==> src/hw/rtl/bitmap_first_fit_allocator_unit_macros.svh <==
// ---------------------------------------------------------------------------
// Assertion macros for the bitmap first-fit allocator
// Wrappers that give every concurrent check the same clock and reset terms.
// ---------------------------------------------------------------------------
`ifndef BITMAP_FIRST_FIT_ALLOCATOR_UNIT_MACROS_SVH
`define BITMAP_FIRST_FIT_ALLOCATOR_UNIT_MACROS_SVH

// Same-cycle implication, sampled on clk and disabled during reset.
`define BFFA_ASSERT_SAME(lbl, ante, cons, msg) \
  lbl: assert property (@(posedge clk) disable iff (rst) (ante) |-> (cons)) else $error(msg);

// Next-cycle implication, sampled on clk and disabled during reset.
`define BFFA_ASSERT_NEXT(lbl, ante, cons, msg) \
  lbl: assert property (@(posedge clk) disable iff (rst) (ante) |=> (cons)) else $error(msg);

`endif

==> src/hw/rtl/bffa_pkg.sv <==
// ---------------------------------------------------------------------------
// Bitmap first-fit allocator package
// Sizes, codes, state encoding and the structs passed between the modules.
// ---------------------------------------------------------------------------
package bffa_pkg;

  // Managed region and the digit that the scan consumes per step.
  localparam int NUM_UNITS = 4096;
  localparam int DIGIT_W   = 8;
  localparam int UNIT_W    = $clog2(NUM_UNITS);
  localparam int DIGIT_LOG = $clog2(DIGIT_W);
  localparam int ROWS      = NUM_UNITS / DIGIT_W;
  localparam int ROW_W     = UNIT_W - DIGIT_LOG;
  localparam int RUN_W     = UNIT_W + 1;
  localparam int COUNT_W   = 13;
  localparam int END_W     = ((UNIT_W > COUNT_W) ? UNIT_W : COUNT_W) + 1;
  localparam int ADDR_W    = 32;

  localparam logic [ADDR_W-1:0] REGION_BASE_RESET = 32'd6407964;

  // Request kinds.
  localparam logic KIND_ALLOC = 1'b0;
  localparam logic KIND_FREE  = 1'b1;

  // Result status codes.
  localparam logic STATUS_OK       = 1'b0;
  localparam logic STATUS_NO_SPACE = 1'b1;

  typedef enum logic [2:0] {
    ST_WIPE,
    ST_IDLE,
    ST_PREP,
    ST_SCAN_RD,
    ST_SCAN_EV,
    ST_MARK_RD,
    ST_MARK_WR,
    ST_RESULT
  } bffa_state_t;

  // Control of the run scanner.
  typedef struct packed {
    logic restart;
    logic step;
  } scan_ctl_t;

  // Scanner report for the digit at hand.
  typedef struct packed {
    logic              found;
    logic [UNIT_W-1:0] start;
  } scan_hit_t;

  // Bitmap memory access.
  typedef struct packed {
    logic               we;
    logic [ROW_W-1:0]   waddr;
    logic [DIGIT_W-1:0] wdata;
    logic               re;
    logic [ROW_W-1:0]   raddr;
  } ram_req_t;

endpackage

==> src/hw/rtl/bffa_map_ram.sv <==
// ---------------------------------------------------------------------------
// Allocation bitmap memory
// One row per digit of units, one write and one registered read per cycle.
// ---------------------------------------------------------------------------
module bffa_map_ram import bffa_pkg::*; (
  input  logic               clk,
  input  ram_req_t           req,
  output logic [DIGIT_W-1:0] rdata
);

  logic [DIGIT_W-1:0] mem [ROWS];

  // Write port.
  always_ff @(posedge clk) begin
    if (req.we) begin
      mem[req.waddr] <= req.wdata;
    end
  end

  // Registered read port.
  always_ff @(posedge clk) begin
    if (req.re) begin
      rdata <= mem[req.raddr];
    end
  end

endmodule

==> config.mk <==
export PLATFORM = sky130hd
export DESIGN_NAME = bffa_map_ram
export DESIGN_NICKNAME = d
export VERILOG_FILES = /design/src/hw/rtl/bitmap_first_fit_allocator_unit_macros.svh /design/src/hw/rtl/bffa_pkg.sv /design/src/hw/rtl/bffa_map_ram.sv
export SDC_FILE = /design/constraint.sdc
export NUM_CORES = 2
export LEC_CHECK = 0
export BUFFER_PORTS_ARGS = -buffer_cell sky130_fd_sc_hd__buf_4
export CELL_PAD_IN_SITES_DETAIL_PLACEMENT = 0
export CELL_PAD_IN_SITES_GLOBAL_PLACEMENT = 1
export CORE_MARGIN = 2
export CORE_UTILIZATION = 45
export CTS_BUF_LIST = sky130_fd_sc_hd__clkbuf_8
export DETAILED_ROUTE_END_ITERATION = 7
export PLACE_DENSITY_LB_ADDON = 0.1
export SETUP_SLACK_MARGIN = 0.05
export SLEW_MARGIN = 20
export SYNTH_ARGS = -nofsm -noshare
export SYNTH_HDL_FRONTEND = slang
export SYNTH_SLANG_ARGS = --single-unit
==> constraint.sdc <==
create_clock -name clk -period 2.16 [get_ports clk]
set_input_delay 0.108 -clock clk [delete_from_list [all_inputs] [get_ports clk]]
set_output_delay 0.108 -clock clk [all_outputs]
set_load 0.05 [all_outputs]
After elaboration in Yosys (flattened, before gate mapping)
Memories as Yosys holds them, arrays and structs flattened. A register that Yosys moved wholly into a read port is not among the register bits.
Cells that the tools add are included.
- bits of input ports: 29
- flip-flop bits (word level): 0
- output and inout port bits: 8
- word-level logic and storage cells: 3
- memories: 1
- RAM bits: 4096
- muxes and demuxes: 2
- memories (name ; words ; width ; rd ports ; clocked after Yosys merged registers in ; wr ports ; RTL line ; source):
    mem ; 512 ; 8 ; 1 ; 1 ; 1 ; bffa_map_ram.sv:11 ; logic [DIGIT_W-1:0] mem [ROWS];
- operators with widths (kind ; number):
    two-way mux 1 bit ; 2

Longest topological paths before layout
- depth in word-level cells: 2
- depth in mapped cells: 12
- gate-level depth less buffers: 7

Worst setup path before layout
Ideal clock, no wire load.
- path type: in2reg
- from: input port req[0] in the netlist's numbering
- to: register rdata[0], read port of mem, data pin
- stages on the path: 10
- arrival time: 1.962 ns
- slack: -0.059 ns
- required time: 1.903 ns
- library setup time: 0.257 ns
- buffers on the path: 4
- cells stage by stage: buf_4 buf_12 buf_12 buf_2 mux4_2 o21ai_0 nand3_1 nand4_1 o21ai_0 o2111a_1
- RTL lines (item ; RTL line ; source):
    start: declaration ; bffa_map_ram.sv:7 ; input ram_req_t req,
    end: declaration ; bffa_map_ram.sv:8 ; output logic [DIGIT_W-1:0] rdata

==> flow_summary.ini <==
[yosys]
synth_cell_types = 50
netlist_instances = 8030
synth_seq_cells = 4104
mappedNetlistArea_sq_mm = 0.160
synth_top_area_share = 0.770
avgSynthCellArea_sq_um = 19.9
synth_ff_type = edfxtp_1
synth.most_common_cell = edfxtp_1
synth_edf_count = 4104
syn_nets = 8059
yosys_warnings = 0
yosysTopAreaCell = edfxtp_1
ys_seq_area_frac = 0.770
synthArstFlopShare = 0
yosys-top-cells-area = edfxtp_1 77%, mux4_2 9.2%, mux2i_1 5.0%, o221ai_1 2.0%, nor2_1 1.4%
synth_common_cells = 4104 x edfxtp_1, 797 x mux2i_1, 654 x mux4_2, 597 x nor2_1, 371 x o221ai_1

[clock_network]
cts_made_buffers = 677
clock_latency_ps = 1190
clockBufferDepth = 4
cts_root_buffer = clkbuf_8
cts_tree = built
clkTransAtPathRegs_ps = 60
numClockSinks = 4104
ctsHtreeMaxLevel = 6

[run_status]
violations = setup timing
status = finished, violations left

[drt]
drt-total-wl_um = 465000
viasPerCell = 5.77
num_vias = 87575
ant_nets = 0
met3_length_um = 31200
wl_per_cell_um = 30.6
drtPass1Iterations = 5
wl_met1_um = 197000
drt-initial-drc-count = 9358
remaining_drc_errors = 0
wl_met2_um = 224000
highest_layer = met5

[timing]
hold_viol_final = 0
fmax_mhz = 407
tightest_slew_ps = 1020
slew-limit-headroom = 0.320
finalMaxSlewViolations = 0
period_share = 1.14
fin_tns_setup_ps = -1790
setup_viol = 10
fin_crit_ps = 2460
setup_ws_ps = -298
fin_hold_ws_ps = 124
rsz0062_at_grt = yes
finClkSkew_ps = 38.8

[grt]
antenna_found_initial = 30
track_usage = 0.254
grt-ovfl-total = 0
grt_max_degree = 112
grt_pass1_vias = 89842
grt_pass1_wl_um = 657000

[placement]
io_buffers = 36
gp_congestion = 0.862
dpl-instance-area_sq_mm = 0.179
place_ws_ps = -1740
dp_hpwl_um = 305000

[worst_setup_path]
critical_path_required_ps = 3210
worstSetupPathType = reg2reg
start_kind = flop
r2r_slack_ps = -300
arrival_ps = 3510
worst-path-max-fanout = 2
cp-end-kind = flop
ff2ff_path_depth = 8

[finish]
design_area_sq_mm = 0.192
syn_to_final_growth_pct = 20.3
drive_gt1_frac = 0.323
nets = 9972

[die]
dieArea_sq_mm = 0.360
die_h_um = 600
ios = 37
initial_utilization = 0.453
die_x_um = 600
core_area_sq_mm = 0.353
num_rows = 218

[hold_path]
worstHoldPathType = in2reg
min_path_cells = 3

[power_and_ir_drop]
power_mw = 159
p_leak_nw = 65.2
p_per_area_mw_per_mm2 = 826
ir_worst_vdd_mv = 0.621

[job]
max-cap-violations = 0
==> final timing paths <==
check	startpoint	endpoint
hold / removal	req[17]	mem[11][7]
setup reg to reg	mem[208][4]	rdata[4]
setup / recovery	mem[208][4]	rdata[4]
hold reg to reg	mem[296][7]	rdata[7]
==> critical path: stages (launching register included) <==
cell	delay, ps
edfxtp_1	320
mux2i_1	100
o221ai_1	380
o22ai_2	190
a22oi_1	300
nand4_1	380
nand2_2	270
buf_6	160
o2111a_1	210
==> per-stage QoR <==
stage / instances / utilization
finish: 15172 / 0.545
global route: 15170 / 0.545
CTS: 15167 / 0.544
detailed placement: 13952 / 0.506
global placement: 13952 / 0.506
floorplan: 8030 / -
==> layout by cell type, fill, tap and decap left out, types with 56 or more instances in the layout <==
cell	instances
a21oi_1	170
a22oi_1	56
buf_12	224
buf_4	1449
clkbuf_8	696
clkinv_1	168
edfxtp_1	4104
inv_1	219
mux2i_1	793
mux4_2	654
nand2_1	92
nor2_1	587
nor3_1	91
o21ai_0	91
o221ai_1	321
o22ai_1	144
==> report_power, final <==
part / internal [mW] / leakage, nW / total, mW / switching [mW]
Sequential: 87.8 / 36.9 / 87.8 / 0.0917
Combinational: 3.98 / 21.5 / 10.3 / 6.30
Clock: 30.5 / 6.81 / 60.8 / 30.3
==> per-layer routing <==
metal,global-route usage,up-vias
li1,-,37378
met1,0.360,46199
met2,0.412,3333
met3,0.0380,657
met4,0.0714,8
met5,0,-
==> final cells by class <==
| type | count | area (sq um) |
|---|---|---|
| inverters | 3 | 18.8 |
| multi-input cells | 3410 | 35300 |
| clock buffers | 695 | 9570 |
| flip-flops and latches | 4104 | 123000 |
| well taps | 4730 | 5920 |
| fillers | 27743 | 161000 |
| repair buffers | 1747 | 16200 |
| diodes | 4 | 10.0 |
| clock inverters | 479 | 2230 |
==> logic make-up after synthesis <==
kind of cell           Yosys count  synth area share
flip-flops                    4104             0.770
AND/OR/NAND/NOR                980            0.0263
multiplexers                  1451             0.142
AO/OA/AOI/OAI                  979            0.0431
buffers and inverters          516            0.0185
==> timing repair <==
| action | in CTS | in global routing |
|---|---|---|
| pin swaps | 53 | 56 |
| hold buffers | 48 | 1 |
| setup buffers | 0 | 4 |
| setup endpoints to repair | 16 | 74 |
| resized for setup | 194 | 79 |
| hold endpoints to repair | 7004 | 40 |
==> flip-flops by register name, indices dropped and copies added, names as in the netlist <==
register and cells:
mem 4096, rdata 8
Power figures use the tool's default switching activity.
