File: src/hw/rtl/bitmap_first_fit_allocator_unit_macros.svh
// ---------------------------------------------------------------------------
// Assertion macros for the bitmap first-fit allocator
// Wrappers that give every concurrent check the same clock and reset terms.
// ---------------------------------------------------------------------------
`ifndef BITMAP_FIRST_FIT_ALLOCATOR_UNIT_MACROS_SVH
`define BITMAP_FIRST_FIT_ALLOCATOR_UNIT_MACROS_SVH

// Same-cycle implication, sampled on clk and disabled during reset.
`define BFFA_ASSERT_SAME(lbl, ante, cons, msg) \
  lbl: assert property (@(posedge clk) disable iff (rst) (ante) |-> (cons)) else $error(msg);

// Next-cycle implication, sampled on clk and disabled during reset.
`define BFFA_ASSERT_NEXT(lbl, ante, cons, msg) \
  lbl: assert property (@(posedge clk) disable iff (rst) (ante) |=> (cons)) else $error(msg);

`endif

File: src/hw/rtl/bffa_pkg.sv
// ---------------------------------------------------------------------------
// Bitmap first-fit allocator package
// Sizes, codes, state encoding and the structs passed between the modules.
// ---------------------------------------------------------------------------
package bffa_pkg;

  // Managed region and the digit that the scan consumes per step.
  localparam int NUM_UNITS = 4096;
  localparam int DIGIT_W   = 8;
  localparam int UNIT_W    = $clog2(NUM_UNITS);
  localparam int DIGIT_LOG = $clog2(DIGIT_W);
  localparam int ROWS      = NUM_UNITS / DIGIT_W;
  localparam int ROW_W     = UNIT_W - DIGIT_LOG;
  localparam int RUN_W     = UNIT_W + 1;
  localparam int COUNT_W   = 13;
  localparam int END_W     = ((UNIT_W > COUNT_W) ? UNIT_W : COUNT_W) + 1;
  localparam int ADDR_W    = 32;

  localparam logic [ADDR_W-1:0] REGION_BASE_RESET = 32'd6407964;

  // Request kinds.
  localparam logic KIND_ALLOC = 1'b0;
  localparam logic KIND_FREE  = 1'b1;

  // Result status codes.
  localparam logic STATUS_OK       = 1'b0;
  localparam logic STATUS_NO_SPACE = 1'b1;

  typedef enum logic [2:0] {
    ST_WIPE,
    ST_IDLE,
    ST_PREP,
    ST_SCAN_RD,
    ST_SCAN_EV,
    ST_MARK_RD,
    ST_MARK_WR,
    ST_RESULT
  } bffa_state_t;

  // Control of the run scanner.
  typedef struct packed {
    logic restart;
    logic step;
  } scan_ctl_t;

  // Scanner report for the digit at hand.
  typedef struct packed {
    logic              found;
    logic [UNIT_W-1:0] start;
  } scan_hit_t;

  // Bitmap memory access.
  typedef struct packed {
    logic               we;
    logic [ROW_W-1:0]   waddr;
    logic [DIGIT_W-1:0] wdata;
    logic               re;
    logic [ROW_W-1:0]   raddr;
  } ram_req_t;

endpackage

File: src/hw/rtl/bffa_run_scan.sv
// ---------------------------------------------------------------------------
// Free-run scanner
// Consumes one bitmap digit per step and tracks the current run of free units.
// ---------------------------------------------------------------------------
module bffa_run_scan import bffa_pkg::*; (
  input  logic               clk,
  input  logic               rst,
  input  scan_ctl_t          ctl,
  input  logic [ROW_W-1:0]   row,
  input  logic [DIGIT_W-1:0] digit,
  input  logic [COUNT_W-1:0] want,
  output scan_hit_t          hit
);

  logic [RUN_W-1:0] run;
  logic [RUN_W-1:0] run_next;

  // Walk the bits of the digit from the lowest unit upward.
  always_comb begin
    logic [RUN_W-1:0]  r;
    logic [UNIT_W-1:0] u;
    r         = run;
    u         = '0;
    hit.found = 1'b0;
    hit.start = '0;
    for (int i = 0; i < DIGIT_W; i++) begin
      u = {row, DIGIT_LOG'(i)};
      if (digit[i]) begin
        r = '0;
      end else begin
        r = r + RUN_W'(1);
      end
      if (!hit.found && !digit[i] && (END_W'(r) == END_W'(want))) begin
        hit.found = 1'b1;
        hit.start = u + UNIT_W'(1) - r[UNIT_W-1:0];
      end
    end
    run_next = r;
  end

  // Run length carried from one digit to the next.
  always_ff @(posedge clk) begin
    if (rst || ctl.restart) begin
      run <= '0;
    end else if (ctl.step) begin
      run <= run_next;
    end
  end

endmodule

File: config.mk
export PLATFORM = sky130hd
export DESIGN_NAME = bffa_run_scan
export DESIGN_NICKNAME = d
export VERILOG_FILES = /design/src/hw/rtl/bitmap_first_fit_allocator_unit_macros.svh /design/src/hw/rtl/bffa_pkg.sv /design/src/hw/rtl/bffa_run_scan.sv
export SDC_FILE = /design/constraint.sdc
export NUM_CORES = 1
export LEC_CHECK = 0
export BUFFER_PORTS_ARGS = -buffer_cell sky130_fd_sc_hd__clkbuf_2
export CAP_MARGIN = 20
export CORE_ASPECT_RATIO = 2
export CORE_UTILIZATION = 25
export DETAILED_ROUTE_END_ITERATION = 16
export GPL_TIMING_DRIVEN = 0
export PLACE_DENSITY = 0.51
export REMOVE_ABC_BUFFERS = 1
export SYNTH_ARGS = -nofsm -noshare
export SYNTH_HDL_FRONTEND = slang
export SYNTH_SLANG_ARGS = --single-unit
File: constraint.sdc
create_clock -name clk -period 13 [get_ports clk]
set_input_delay 1.3 -clock clk [delete_from_list [all_inputs] [get_ports clk]]
set_output_delay 1.3 -clock clk [all_outputs]
set_load 0.005 [all_outputs]
Word level (Yosys, flattened, before mapping)

Index checks and enable logic that the tools add are counted.

Bits in registers: 13
Bits in latches: 0
RAM bits: 0
Memory bits (read-only): 0
Bits of input ports: 34
Output and inout bits: 13
Word-level logic and storage cells: 80
Memories: 0

Add/sub/neg operators: 24
$mul: 0
Div/mod/pow operators: 0
Order comparisons: 0
Equality and inequality tests: 8
Shift-type cells: 0
Multiplexer cells: 16
Bitwise operators: 0
Reduce and logical (&&, ||, !) cells: 31

Operators by type and width:

| kind                                          | count |
|---|---|
| two-way mux 13 bit                            | 16 |
| adder 13 x 1 -> 13 bit, second input constant | 8 |
| == test 13 bit                                | 8 |
| adder 12 x 1 -> 12 bit, second input constant | 8 |
| subtractor 12 bit                             | 8 |
| logical AND 1 bit                             | 15 |
| zero test 1 bit                               | 15 |
| logical OR 1 bit                              | 1 |

Longest topological paths before layout

Depth after elaboration: 33
Gate-level depth with buffers: 37
Depth with buffers taken out: 33

Worst setup path before layout

Ideal clock, no wire load.

Path type: input to output
From: in digit[0]
To: out hit[11] in the netlist's numbering
Data arrival time: 7.478 ns
Required time: 11.700 ns
Slack: 4.222 ns
Cell stages on the path: 33
Path buffers: 3
Path through: buf_2 -> clkinv_1 -> nand2_1 -> inv_1 -> ha_1 -> buf_2 -> and2_1 -> a21boi_0 -> a211o_1 -> buf_2 -> a2bb2oi_2 -> xnor2_2 -> mux2i_1 -> mux2i_2 -> xor2_1 -> nor2b_1 -> xnor2_1 -> nor2_1 -> inv_1 -> ha_1 -> ha_1 -> nand2b_1 -> o21bai_1 -> a21o_1 -> a21o_1 -> a21oi_1 -> nor2b_1 -> o21a_1 -> o21a_1 -> nor2_1 -> xnor2_1 -> xnor2_1 -> o21ai_1

RTL lines:

| element     | RTL line            | source |
|---|---|---|
| from (decl) | bffa_run_scan.sv:10 | `input logic [DIGIT_W-1:0] digit,` |
| to (decl)   | bffa_run_scan.sv:12 | `output scan_hit_t hit` |

==> parameters.txt <==
Parameter                              Value

Outcome
  Outcome ... completed

Worst setup path
  Worst reg-to-reg setup slack ... 5.42 ns
  Category of the critical setup timing path ... input port to output port
  Highest cell delay on the worst timing path ... around 0.85 ns
  Beginning of the critical path ... digit[0]
  Family with the most delay on the worst path ... simple AND/OR/NAND/NOR gates
  Crit path DAT ... between 10 and 15 ns
  Critical path capture point type ... output port
  Req. time, crit path ... 11.70 ns
  Startpoint Class ... input port
  R2R depth ... 22
  Worst path bufs/invs ... 4
  Slowest cell on the critical path ... nor4_1
  Endpoint of the most critical setup path ... hit[3]
  Logic depth of the worst setup path including buffers ... 26
  Terminus of the critical flop-to-flop path ... run[11]
  Largest fanout on the critical path ... 22
  Beginning of the worst register-to-register path ... run[0]

STA
  Total negative setup slack ... 0 ns
  Setup Viol. Count Final ... 0
  Period Utilization, post-route ... between 80% and 90%
  PnR worst setup slack ... 1.613 ns
  Worst slew margin relative to its limit ... 23.11%
  Actual transition at the worst max-transition pin ... 1.149 ns
  Worst-case clock skew ... 0.004387 ns
  Hold Slack ... 0.5202 ns
  Final min period ... roughly 11 ns
  Final-report max-slew violation count ... 0
  Setup repair after global routing missed its margin ... no
  Highest achievable clock rate ... 87.82 MHz
  Count of endpoints failing hold in the final timing report ... 0

Synth
  Synthesized area per cell ... 7.054 um^2
  Total number of yosys warnings ... 0
  Dominant synthesized flop cell ... dfxtp_1
  Number of flip-flops and latches in the synthesized netlist ... 13
  Library cell occupying the most area in the post-synthesis netlist ... xnor2_1
  Number of flops mapped to enable cells by yosys ... 0
  Mapped Area ... 0.008768 mm^2
  Netlist cell types ... roughly 110
  Share of flip-flops with an asynchronous set or reset ... 0%
  Area contributors post-synth ... xnor2_1 13%, ha_1 12%, xor2_1 6.8%
  Fraction of the yosys area taken by sequential cells ... 2.968%
  Share of the synthesized area in the top cell type ... 12.69%
  Gate count of the mapped netlist ... 1243

Detailed routing
  DRC violations left ... 0
  Detailed Route WL ... 39.05 mm
  Total vias in the final route ... 9410
  Vias per std cell ... 5.631
  Wire length per cell after detailed routing ... about 23 um
  Count of nets left with antenna violations after detail routing ... 0
  Pre-Repair DR Iteration Count ... 5
  Drt first-iter violations ... 549

Layout
  Core Util, Final ... 27.26%
  Largest register by flop count ... run
  Number of flip-flops in the largest register ... 13
  Fraction of final layout cells sized beyond drive strength 1 ... between 10 and 15%
  Biggest registers after layout ... run: 13 flops
  Number of nets in the final layout ... 1349
  Fill cells ... 3841
  Post-Layout Inst Area ... around 0.0094 mm^2
  Area growth from synthesis to layout ... 7.163%
  Number of standard cells in the layout, taps in and fillers out ... 1671

GRT
  Vias in the first global route ... 9589
  Wire length of the first global-routing pass ... 57.64 mm
  Maximum number of pins on one net before global-route repair ... 30
  Total congestion overflow ... 0
  Total global-route track usage ... 21.90%
  Initial antenna violation count ... 1

Place
  Worst Setup Slack post-DPL ... 1.816 ns
  PortBufs ... 46
  Placed Cells ... roughly 1700
  Area after DPL ... 0.009308 mm^2
  Placer's final routability congestion estimate ... approximately 0.95
  Total half-perimeter wirelength after legalization and detailed placement ... 32.49 mm

Clock tree
  PostCTS Resize Cnt ... 0
  TritonCTS Sinks ... 13
  Clock root buffer ... clkbuf_16
  H-tree levels ... 1
  Clock tree from TritonCTS ... yes
  Clock buffer count from CTS ... 3
  Post CTS Setup Buffer Count ... 0
  Clock transition at the register clock pins on the worst setup and hold paths after CTS ... 0.05 ns
  Clock latency reported for the late side of the worst-skew pair ... 0.25 ns
  Maximum count of clock buffers along a single path ... 2
  Number of hold buffers added after cts ... 0

Power and ir drop
  Design Power ... about 0.27 mW
  Power density over the cells ... 28.49 mW/mm^2
  Maximum vdd ir drop ... about 0.033 mV
  Reported leakage power ... between 3 and 4 nW

Floorplanning
  Core region area ... 0.03447 mm^2
  Height of the die ... 266.9 um
  Boundary pin count ... 47
  Die Area ... 0.03587 mm^2
  Number of cell rows ... between 90 and 100
  Die extent in x ... 134.4 um
  Initial standard-cell utilization of the core ... 25.44%

Min path
  Hold Path Origin ... run[12]
  Type of the most critical hold path ... flop to flop

Run
  Max-cap check violation count ... 0
[power breakdown]
group	switching, mW	total [mW]	internal, mW
clock network	0.0190	0.0605	0.0415
logic	0.104	0.166	0.0621
registers	0.000833	0.0410	0.0401
total	0.124	0.268	0.144
[layer usage]
metal	vias to the layer above	GRT usage, %	share of wire, %
li1	4506	-	-
met1	4450	19.20	32
met2	306	45.02	56
met3	148	1.045	2.6
met4	0	16.95	8.8
met5	-	0	0
[logic make-up (layout without fill, tap and decap cells)]
family	Yosys count	count (layout)	share of synthesized area, %
and+or+nand+nor	433	433	26.38
AOI/OAI and AO/OA	341	341	26.77
xor gates and xnor gates	199	199	20.22
buffers and inverters	129	115	5.950
adders and majority gates	86	86	12.41
muxes	42	42	5.294
DFF	13	13	2.968
other	0	1	0
[tightest hold or removal path, stage by stage (launching register included)]
cell	delay, ns
dfxtp_1	0.34
a21oi_1	0.07
nor2_1	0.07
[cell type report]
class | instances | area [um^2] | share of cell area [%]
clock buffer | 4 | 78.83 | 0.8389
inverter | 62 | 237.7 | 2.530
antenna | 1 | 2.502 | 0.02663
sequential | 13 | 260.3 | 2.770
multi-input combinational | 1101 | 8005 | 85.19
tap | 441 | 551.8 | 5.872
timing repair buffer | 49 | 260.3 | 2.770
[synth_stat cells (all sizes together), types with 5 or more instances]
| cell | number |
|---|---|
| a21o | 30 |
| nor2 | 107 |
| mux2 | 17 |
| nor2b | 13 |
| o31ai | 11 |
| a21boi | 5 |
| a22oi | 12 |
| nand2 | 73 |
| o22ai | 11 |
| nand4 | 22 |
| or2 | 14 |
| a31oi | 17 |
| nand2b | 19 |
| nor4 | 29 |
| xnor2 | 129 |
| inv | 58 |
| buf | 26 |
| o211ai | 9 |
| or4 | 10 |
| and2 | 15 |
| a21oi | 88 |
| mux2i | 25 |
| and3 | 12 |
| a211oi | 10 |
| o2111ai | 5 |
| o21ai | 59 |
| ha | 83 |
| or3 | 14 |
| xor2 | 70 |
| nor4b | 5 |
| o21a | 9 |
| dfxtp | 13 |
| clkbuf | 41 |
| nand3 | 43 |
| nor3 | 44 |
| o21bai | 25 |
[worst min-delay path by stage]
stage              end  slack, ns  cells past startpoint
2_1_floorplan  run[12]       0.48                      2
3_3_place_gp   run[12]       0.50                      2
3_5_place_dp   run[12]       0.51                      2
4_1_cts        run[12]       0.52                      2
5_1_grt        run[12]       0.56                      2
6_report       run[12]       0.52                      2
[cells in the final DEF, fill, tap and decap left out, types with 8 or more instances in the layout]
| master | n |
|---|---|
| o21a_1 | 9 |
| o21ai_1 | 12 |
| nor2_1 | 105 |
| mux2_2 | 10 |
| dfxtp_1 | 13 |
| nand2_1 | 71 |
| nor2b_1 | 12 |
| a22oi_1 | 12 |
| nand4_1 | 22 |
| nand2b_1 | 18 |
| nor4_1 | 22 |
| o21ai_0 | 45 |
| and2_1 | 15 |
| xor2_1 | 68 |
| o22ai_1 | 11 |
| inv_1 | 50 |
| or2_2 | 11 |
| o211ai_1 | 9 |
| a21o_1 | 30 |
| xnor2_1 | 127 |
| and3_1 | 12 |
| nor3_1 | 41 |
| a21oi_1 | 87 |
| o21bai_1 | 24 |
| or3_1 | 12 |
| o31ai_1 | 10 |
| clkbuf_2 | 46 |
| mux2i_1 | 23 |
| or4_1 | 8 |
| ha_1 | 83 |
| nand3_1 | 43 |
| a31oi_1 | 17 |
No activity file was read; power rests on OpenSTA's default activity.
